`config.mk`:
```
export PLATFORM = sky130hd
export DESIGN_NAME = ready_queue_quantum_scheduler_top
export DESIGN_NICKNAME = d
export VERILOG_FILES = /design/src/sv/rqqs_pkg.sv /design/src/sv/rqqs_mem.sv /design/src/sv/ready_queue_quantum_scheduler_top.sv
export VERILOG_INCLUDE_DIRS = /design/src /design/src/sv
export SDC_FILE = /design/constraint.sdc
export NUM_CORES = 1
export LEC_CHECK = 0
export BUFFER_PORTS_ARGS = -buffer_cell sky130_fd_sc_hd__buf_2
export CELL_PAD_IN_SITES_DETAIL_PLACEMENT = 0
export CELL_PAD_IN_SITES_GLOBAL_PLACEMENT = 1
export CORE_AREA = 2 2 227 252
export DETAILED_ROUTE_END_ITERATION = 10
export DIE_AREA = 0 0 229 254
export GPL_TIMING_DRIVEN = 0
export PLACE_DENSITY_LB_ADDON = 0.1
export SETUP_SLACK_MARGIN = 0.02
export SYNTH_ARGS = -nofsm -noshare
export SYNTH_HDL_FRONTEND = slang
export SYNTH_SLANG_ARGS = --single-unit
```
`constraint.sdc`:
```
create_clock -name clock -period 11.88 [get_ports clock]
set_input_delay 0.594 -clock clock [delete_from_list [all_inputs] [get_ports clock]]
set_output_delay 0.594 -clock clock [all_outputs]
set_load 0.02 [all_outputs]
```
`src/sv/assert_macros.svh`:
```
// Assertion helpers shared by the RTL
`ifndef ASSERT_MACROS_SVH
`define ASSERT_MACROS_SVH

// Implication checked on every clock edge outside reset
`define ASSERT_IMPL(label, clk, rst, ante, cons, msg) \
   label: assert property (@(posedge clk) disable iff (rst) (ante) |-> (cons)) \
      else $error(msg);

// Next-cycle implication checked outside reset
`define ASSERT_NEXT(label, clk, rst, ante, cons, msg) \
   label: assert property (@(posedge clk) disable iff (rst) (ante) |=> (cons)) \
      else $error(msg);

`endif

```
`src/sv/rqqs_pkg.sv`:
```
// ---------------------------------------------------------------------------
// Ready queue quantum scheduler package
// Shared codes and entry layout.
// ---------------------------------------------------------------------------
`default_nettype none
package rqqs_pkg;
   localparam int unsigned FUNC_W = 3;
   localparam int unsigned ID_W = 8;
   localparam int unsigned DIST_W = 11;
   localparam int unsigned TD_W = 10;
   localparam int unsigned CNT_W = 8;
   localparam int unsigned STATUS_W = 2;

   localparam logic [FUNC_W-1:0] FUNC_ENQUEUE = 3'd0;
   localparam logic [FUNC_W-1:0] FUNC_REMOVE = 3'd1;
   localparam logic [FUNC_W-1:0] FUNC_CONSUME = 3'd2;
   localparam logic [FUNC_W-1:0] FUNC_SETDIST = 3'd3;
   localparam logic [FUNC_W-1:0] FUNC_SELECT = 3'd4;

   localparam logic [STATUS_W-1:0] ST_OK = 2'd0;
   localparam logic [STATUS_W-1:0] ST_NOT_FOUND = 2'd1;
   localparam logic [STATUS_W-1:0] ST_FULL = 2'd2;

   localparam logic CSR_NEAREST_MODE = 1'b0;
   localparam logic CSR_QUANTUM = 1'b1;

   typedef struct packed {
      logic [ID_W-1:0] id;
      logic [CNT_W-1:0] cnt;
      logic [TD_W-1:0] tdist;
      logic known;
   } entry_type;
   localparam int unsigned ENTRY_W = ID_W + CNT_W + TD_W + 1;
endpackage
`default_nettype wire

```
`src/sv/rqqs_mem.sv`:
```
// ---------------------------------------------------------------------------
// Ready queue entry memory
// One write port, one read port, registered read data.
// ---------------------------------------------------------------------------
`default_nettype none
module rqqs_mem #(
   parameter int unsigned DEPTH = 16,
   parameter int unsigned AW = 4
) (
   input wire logic clock,
   input wire logic wr_en,
   input wire logic [AW-1:0] wr_addr,
   input wire rqqs_pkg::entry_type wr_data,
   input wire logic [AW-1:0] rd_addr,
   output rqqs_pkg::entry_type rd_data
);
   import rqqs_pkg::*;
   entry_type mem [DEPTH];
   always_ff @(posedge clock) begin
      if (wr_en) begin
         mem[wr_addr] <= wr_data;
      end
      rd_data <= mem[rd_addr];
   end
endmodule
`default_nettype wire

```
`src/sv/ready_queue_quantum_scheduler_top.sv`:
```
// ---------------------------------------------------------------------------
// Ready queue quantum scheduler
// Ordered client queue held in one memory, walked by a sequencer per transaction.
// ---------------------------------------------------------------------------
// Sequence: enqueue and undefined codes go straight to the done state; others scan entries
// one at a time from the head, and remove/requeue also move each later entry up and end in a tail step.
// The longest transaction is a remove or requeue of the head entry.
// Throughput: one transaction at a time; busy is high until rsp_valid.
// Reset: occupancy 0, nearest_mode 0, quantum 3; memory contents stay unknown.
// The result strobe is not stallable.
`default_nettype none
module ready_queue_quantum_scheduler_top #(
   parameter int unsigned QUEUE_DEPTH = 16
) (
   input wire logic clock,
   input wire logic reset,
   input wire logic start,
   output logic busy,
   input wire logic [rqqs_pkg::FUNC_W-1:0] req_func,
   input wire logic [rqqs_pkg::ID_W-1:0] req_entry_id,
   input wire logic signed [rqqs_pkg::DIST_W-1:0] req_distance,
   output logic rsp_valid,
   output logic [rqqs_pkg::STATUS_W-1:0] rsp_status,
   output logic [rqqs_pkg::ID_W-1:0] rsp_chosen_id,
   output logic rsp_quantum_expired,
   input wire logic csr_we,
   input wire logic csr_index,
   input wire logic [7:0] csr_wdata
);
   import rqqs_pkg::*;
   `include "assert_macros.svh"

   localparam int unsigned AW = (QUEUE_DEPTH > 1) ? $clog2(QUEUE_DEPTH) : 1;
   localparam int unsigned OW = $clog2(QUEUE_DEPTH + 1);
   localparam logic [OW-1:0] DEPTH_O = OW'(QUEUE_DEPTH);

   typedef enum logic [2:0] {
      S_IDLE, S_SCAN, S_SHIFT, S_TAIL, S_DONE
   } state_type;

   state_type state_ff, state_in;
   logic [OW-1:0] occ_ff, occ_in;
   logic [OW-1:0] idx_ff, idx_in;          // next read address to issue
   logic rd_vld_ff, rd_vld_in;             // rd_data holds the entry read for pos_ff
   logic [OW-1:0] pos_ff, pos_in;          // position of data in rd_data
   logic [FUNC_W-1:0] func_ff, func_in;
   logic [ID_W-1:0] id_ff, id_in;
   logic [DIST_W-1:0] dist_ff, dist_in;
   logic mode_ff, mode_in;
   logic [CNT_W-1:0] quant_ff, quant_in;
   entry_type save_ff, save_in;            // entry moved to tail
   logic best_vld_ff, best_vld_in;
   logic [TD_W-1:0] best_d_ff, best_d_in;
   logic [ID_W-1:0] best_id_ff, best_id_in;
   logic [STATUS_W-1:0] st_ff, st_in;
   logic [ID_W-1:0] ch_ff, ch_in;
   logic exp_ff, exp_in;
   logic vld_ff, vld_in;

   logic wr_en;
   logic [AW-1:0] wr_addr, rd_addr;
   entry_type wr_data, rd_data;

   rqqs_mem #(.DEPTH(QUEUE_DEPTH), .AW(AW)) u_mem (
      .clock(clock), .wr_en(wr_en), .wr_addr(wr_addr), .wr_data(wr_data),
      .rd_addr(rd_addr), .rd_data(rd_data)
   );

   logic [CNT_W:0] cnt_inc;
   assign cnt_inc = {1'b0, rd_data.cnt} + 1'b1;

   always_comb begin
      state_in = state_ff; occ_in = occ_ff; idx_in = idx_ff;
      rd_vld_in = 1'b0; pos_in = pos_ff;
      func_in = func_ff; id_in = id_ff; dist_in = dist_ff;
      mode_in = mode_ff; quant_in = quant_ff; save_in = save_ff;
      best_vld_in = best_vld_ff; best_d_in = best_d_ff; best_id_in = best_id_ff;
      st_in = st_ff; ch_in = ch_ff; exp_in = exp_ff; vld_in = 1'b0;
      wr_en = 1'b0; wr_addr = '0; wr_data = rd_data;
      rd_addr = idx_ff[AW-1:0];
      if (csr_we && state_ff == S_IDLE) begin
         if (csr_index == CSR_NEAREST_MODE) mode_in = csr_wdata[0];
         else quant_in = csr_wdata;
      end
      unique case (state_ff)
         S_IDLE: begin
            if (start) begin
               func_in = req_func; id_in = req_entry_id; dist_in = req_distance;
               st_in = ST_OK; ch_in = '0; exp_in = 1'b0; best_vld_in = 1'b0;
               idx_in = '0; pos_in = '0;
               priority if (req_func == FUNC_ENQUEUE) begin
                  if (occ_ff >= DEPTH_O) begin
                     st_in = ST_FULL;
                  end else begin
                     wr_en = 1'b1; wr_addr = occ_ff[AW-1:0];
                     wr_data = '{id: req_entry_id, cnt: '0, tdist: '0, known: 1'b0};
                     occ_in = occ_ff + 1'b1;
                  end
                  state_in = S_DONE;
               end else if (req_func == FUNC_REMOVE || req_func == FUNC_CONSUME
                            || req_func == FUNC_SETDIST || req_func == FUNC_SELECT) begin
                  if (occ_ff == '0) begin
                     st_in = ST_NOT_FOUND; state_in = S_DONE;
                  end else begin
                     rd_addr = '0; idx_in = OW'(1); rd_vld_in = 1'b1;
                     state_in = S_SCAN;
                  end
               end else begin
                  state_in = S_DONE;
               end
            end
         end
         S_SCAN: begin
            // rd_data is entry at pos_ff
            if (idx_ff < occ_ff) begin
               rd_addr = idx_ff[AW-1:0];
            end
            if (func_ff == FUNC_SELECT) begin
               if (!mode_ff) begin
                  ch_in = rd_data.id; state_in = S_DONE;
               end else if (!rd_data.known) begin
                  ch_in = rd_data.id; state_in = S_DONE;
               end else begin
                  if (!best_vld_ff || rd_data.tdist < best_d_ff) begin
                     best_vld_in = 1'b1; best_d_in = rd_data.tdist;
                     best_id_in = rd_data.id;
                  end
                  if (pos_ff + 1'b1 >= occ_ff) begin
                     ch_in = (!best_vld_ff || rd_data.tdist < best_d_ff) ?
                             rd_data.id : best_id_ff;
                     state_in = S_DONE;
                  end else begin
                     idx_in = idx_ff + 1'b1; pos_in = pos_ff + 1'b1;
                  end
               end
            end else if (rd_data.id == id_ff) begin
               wr_addr = pos_ff[AW-1:0];
               if (func_ff == FUNC_REMOVE) begin
                  state_in = (pos_ff + 1'b1 >= occ_ff) ? S_TAIL : S_SHIFT;
                  idx_in = idx_ff + 1'b1; pos_in = pos_ff + 1'b1;
               end else if (func_ff == FUNC_SETDIST) begin
                  if (!dist_ff[DIST_W-1]) begin
                     wr_en = 1'b1;
                     wr_data.tdist = dist_ff[TD_W-1:0]; wr_data.known = 1'b1;
                  end
                  state_in = S_DONE;
               end else if (cnt_inc >= {1'b0, quant_ff}) begin
                  save_in = rd_data; save_in.cnt = '0; exp_in = 1'b1;
                  state_in = (pos_ff + 1'b1 >= occ_ff) ? S_TAIL : S_SHIFT;
                  idx_in = idx_ff + 1'b1; pos_in = pos_ff + 1'b1;
               end else begin
                  wr_en = 1'b1; wr_data.cnt = cnt_inc[CNT_W-1:0];
                  state_in = S_DONE;
               end
            end else if (pos_ff + 1'b1 >= occ_ff) begin
               st_in = ST_NOT_FOUND; state_in = S_DONE;
            end else begin
               idx_in = idx_ff + 1'b1; pos_in = pos_ff + 1'b1;
            end
         end
         S_SHIFT: begin
            // rd_data is the entry at pos_ff; it moves up to slot pos_ff-1
            // the read for pos_ff is issued here while rd_vld_ff is low
            if (!rd_vld_ff) begin
               rd_addr = pos_ff[AW-1:0]; rd_vld_in = 1'b1;
            end else begin
               wr_en = 1'b1; wr_addr = AW'(pos_ff - 1'b1); wr_data = rd_data;
               if (pos_ff + 1'b1 >= occ_ff) begin
                  state_in = S_TAIL;
               end
               pos_in = pos_ff + 1'b1;
            end
         end
         S_TAIL: begin
            if (func_ff == FUNC_CONSUME) begin
               wr_en = 1'b1; wr_addr = AW'(occ_ff - 1'b1); wr_data = save_ff;
            end else begin
               occ_in = occ_ff - 1'b1;
            end
            state_in = S_DONE;
         end
         S_DONE: begin
            vld_in = 1'b1; state_in = S_IDLE;
         end
         default: state_in = S_IDLE;
      endcase
   end

   always_ff @(posedge clock) begin
      if (reset) begin
         state_ff <= S_IDLE; occ_ff <= '0; mode_ff <= 1'b0; quant_ff <= 8'd3;
         vld_ff <= 1'b0; rd_vld_ff <= 1'b0;
      end else begin
         state_ff <= state_in; occ_ff <= occ_in; mode_ff <= mode_in;
         quant_ff <= quant_in; vld_ff <= vld_in; rd_vld_ff <= rd_vld_in;
      end
      idx_ff <= idx_in; pos_ff <= pos_in; func_ff <= func_in; id_ff <= id_in;
      dist_ff <= dist_in; save_ff <= save_in; best_vld_ff <= best_vld_in;
      best_d_ff <= best_d_in; best_id_ff <= best_id_in;
      st_ff <= st_in; ch_ff <= ch_in; exp_ff <= exp_in;
   end

   assign busy = (state_ff != S_IDLE);
   assign rsp_valid = vld_ff;
   assign rsp_status = st_ff;
   assign rsp_chosen_id = ch_ff;
   assign rsp_quantum_expired = exp_ff;

   `ASSERT_IMPL(a_occ_bound, clock, reset, 1'b1, occ_ff <= DEPTH_O, "occupancy overflow")
   `ASSERT_NEXT(a_done_strobe, clock, reset, state_ff == S_DONE, rsp_valid, "missing strobe")
   `ASSERT_IMPL(a_exp_ok, clock, reset, rsp_valid && rsp_quantum_expired,
                rsp_status == ST_OK, "expired with error status")
endmodule
`default_nettype wire

```
==> flow_summary.yaml <==
power:
  internal_power_w: 0.003517
  p_sw_w: 0.001201
  swShare_pct: 25.46
  p_total_w: 0.004719
  peakVddDrop_uv: 108.7
  power_frac_comb_pct: 11.4
  pwr-share-seq_pct: 48.8
  p_clk_share_pct: 39.8
  p_per_area_mw_per_mm2: 175.8
  p_leak_nw: 9.651
setup_path:
  ff2ff_setup_slack_ps: 7530
  cp-end-kind: "register"
  crit_path_start_kind: "register"
  cp_max_fo: 16
  regToRegStartpoint: "u_mem.rd_data[11]"
  crit_type: "reg -> reg"
  required_ps: 12100
  ff2ff_path_depth: 11
  crit_arrival_ps: 4570
  worstReg2RegEnd: "u_mem.mem[3][17]"
synth:
  synth_edf_count: 512
  synth_area_per_cell_um2: 12.61
  netlist_instances: 1837
  yosys-top-cells-count: "nand2_1, edfxtp_1, nand3_1, o211ai_1, a21oi_1"
  yosysWarnings: 0
  syn_area_mm2: 0.02317
  yosys.area.top_type_share_pct: 66.35
  async_flop_share_pct: 0
  yosys.area.top_type: "edfxtp_1"
  yosysUniqueCellTypes: 65
  syn-num-nets: 1901
  synth_most_common_cell: "nand2_1"
  ys_seq_area_share_pct: 70.32
  synthFlopType: "edfxtp_1"
  synth_area_leaders: "edfxtp_1, nand2_1, dfxtp_1"
  synth_seq_cells: 558
sta:
  rsz0062_at_grt: "no"
  tightest_slew_ps: 1403
  fin_skew_ps: 23.78
  drv_slew: 0
  timing.hold.ws_ps: 141.0
  setup_tns_ps: 0
  hold_violations: 0
  setup_viol: 0
  fin_crit_sh_pct: 36.66
  post-route-min-period_ps: 4355
  max_slew_margin_pct: 6.019
  fmax_mhz: 229.6
clocking:
  clock-sinks: 558
  worstSkewPairLatency_ps: 630
  cts_buffer_depth: 3
  ctsHoldBuffers: 0
  post-cts-setup-buffer-count: 0
  post_cts_resized: 0
  cts_tree: "done"
  cts.root.buffer_cell: "clkbuf_16"
  clk_pin_slew_worst_paths_ps: 60
  cts_made_buffers: 58
  cts_htree_levels: 2
routing:
  drc: 0
  wirelength_um: 66980
  drtPass1Iterations: 5
  drt_iter0_drc: 1387
  drtAntennaViolNets: 0
  wire_per_inst_um: 24.37
  vias: 15060
  viasPerCell: 5.478
cells_and_area:
  final_cell_area_mm2: 0.02684
  nFillCells: 4967
  area_growth_pct: 15.83
  utilization_pct: 48.30
  diodes: 0
  nets: 2024
  drive_above_1_share_pct: 12.57
placed_design:
  hpwl_um: 46210
  io_buffers: 46
  routabilityCongestion: 0.8319
  placed_area_mm2: 0.02488
status:
  status: "complete, no violations"
die:
  die_w_um: 229
  start_util_pct: 41.70
  pin_count: 48
  placeableCoreArea_mm2: 0.05556
  die-area_mm2: 0.05817
  num_rows: 91
  die_h_um: 254
global_routing:
  grt_first_pass_wirelength_um: 98850
  antenna_found_initial: 1
  grt_pass1_vias: 14890
  grt_max_degree: 24
  grt.total_usage_pct: 23.19
  grt_overflow: 0
worst_hold_path:
  holdPathStages: 1
  min-delay-path-class: "in -> reg"
  hold_path_end: "dist_ff[8]"
  worstHoldStart: "req_distance[8]"
flow_run:
  max_cap_violations: 0
==> routing by layer <==
layer	GRT usage [%]	up-vias	part of all wire [%]
met2	39.61	438	49
met4	6.122	0	2.1
li1	-	7004	-
met3	4.039	92	5.9
met1	30.65	7526	43
met5	0	-	0
==> state kept, by name (all words and copies together) (netlist names), 10 cells and up <==
name,flops
best_d_ff,10
u_mem.rd_data,27
save_ff,19
dist_ff,11
u_mem.mem,432
==> power groups by stage <==
stage / clock network (W) / registers, W / logic (W)
after detailed placement: 0 / 0.00234 / 0.000540
final: 0.00188 / 0.00230 / 0.000540
after CTS: 0.00191 / 0.00230 / 0.000542
after global placement: 0 / 0.00234 / 0.000528
after floorplan: 0 / 0.00233 / 0.000319
after global routing: 0.00198 / 0.00231 / 0.000592
==> final cells by class <==
| type | instances | area, um^2 | share of cell area (%) |
|---|---|---|---|
| buffer | 108 | 531.8 | 1.981 |
| clock buffer | 79 | 1632 | 6.079 |
| clock inverter | 26 | 326.6 | 1.217 |
| inverter | 41 | 153.9 | 0.5734 |
| multi-input combinational | 1130 | 6340 | 23.62 |
| sequential | 558 | 16300 | 60.71 |
| tap | 744 | 930.9 | 3.468 |
| timing repair buffer | 63 | 629.4 | 2.345 |
==> stage by stage <==
step	instances	worst slack, ps
5_1_grt	2749	7269
2_1_floorplan	1837	7874
3_5_place_dp	2644	7488
6_report	2749	7525
3_3_place_gp	2627	5378
4_1_cts	2749	7468
==> kinds of logic after synthesis <==
| group | count (synthesis) | share of synthesized area, % |
|---|---|---|
| muxes | 30 | 1.296 |
| buffers and inverters | 149 | 2.959 |
| DFF | 558 | 70.32 |
| adders and majority gates | 29 | 1.566 |
| xor gates and xnor gates | 25 | 0.9449 |
| AOI/OAI and AO/OA | 272 | 8.407 |
| and+or+nand+nor | 774 | 14.50 |
==> layout by cell type (no fill, tap or decap), types with 8 or more instances in the layout <==
cell | netlist | final
edfxtp_1 | 512 | 512
clkbuf_16 | 0 | 59
clkbuf_1 | 38 | 50
o211ai_1 | 83 | 83
inv_1 | 41 | 41
nor2_4 | 0 | 16
nand3_1 | 110 | 110
dfxtp_1 | 46 | 46
nand2_1 | 522 | 522
and2_1 | 8 | 8
a21oi_1 | 66 | 66
a22oi_1 | 8 | 8
a222oi_1 | 10 | 10
ha_1 | 29 | 29
buf_16 | 0 | 9
clkbuf_8 | 0 | 8
buf_2 | 59 | 105
a221o_1 | 30 | 30
nand2b_1 | 14 | 14
o21ai_0 | 29 | 29
xnor2_1 | 20 | 20
mux2i_1 | 30 | 30
clkinv_2 | 0 | 9
nor2_1 | 34 | 18
nand4_1 | 33 | 33
==> how the worst max path moves through the flow <==
| stage | start | end | slack (ps) |
|---|---|---|---|
| 6_report | u_mem.rd_data[11] | u_mem.mem[3][17] | 7530 |
| 5_1_grt | u_mem.rd_data[11] | u_mem.mem[1][17] | 7270 |
| 4_1_cts | state_ff[2] | u_mem.mem[3][16] | 7470 |
| 3_5_place_dp | state_ff[2] | u_mem.mem[2][16] | 7490 |
| 3_3_place_gp | state_ff[0] | u_mem.mem[12][5] | 5380 |
| 2_1_floorplan | u_mem.rd_data[13] | u_mem.mem[12][0] | 7870 |
==> worst max-delay path: stages (launching register included) <==
cell and delay [ps]:
dfxtp_1 530, ha_1 310, and3_1 270, xor2_1 190, ha_1 280, a41oi_1 170, o21ai_0 110, a31oi_1 210
o211a_1 320, clkbuf_1 390, a21oi_1 130, a31oi_1 1010
Power figures use the tool's default switching activity.
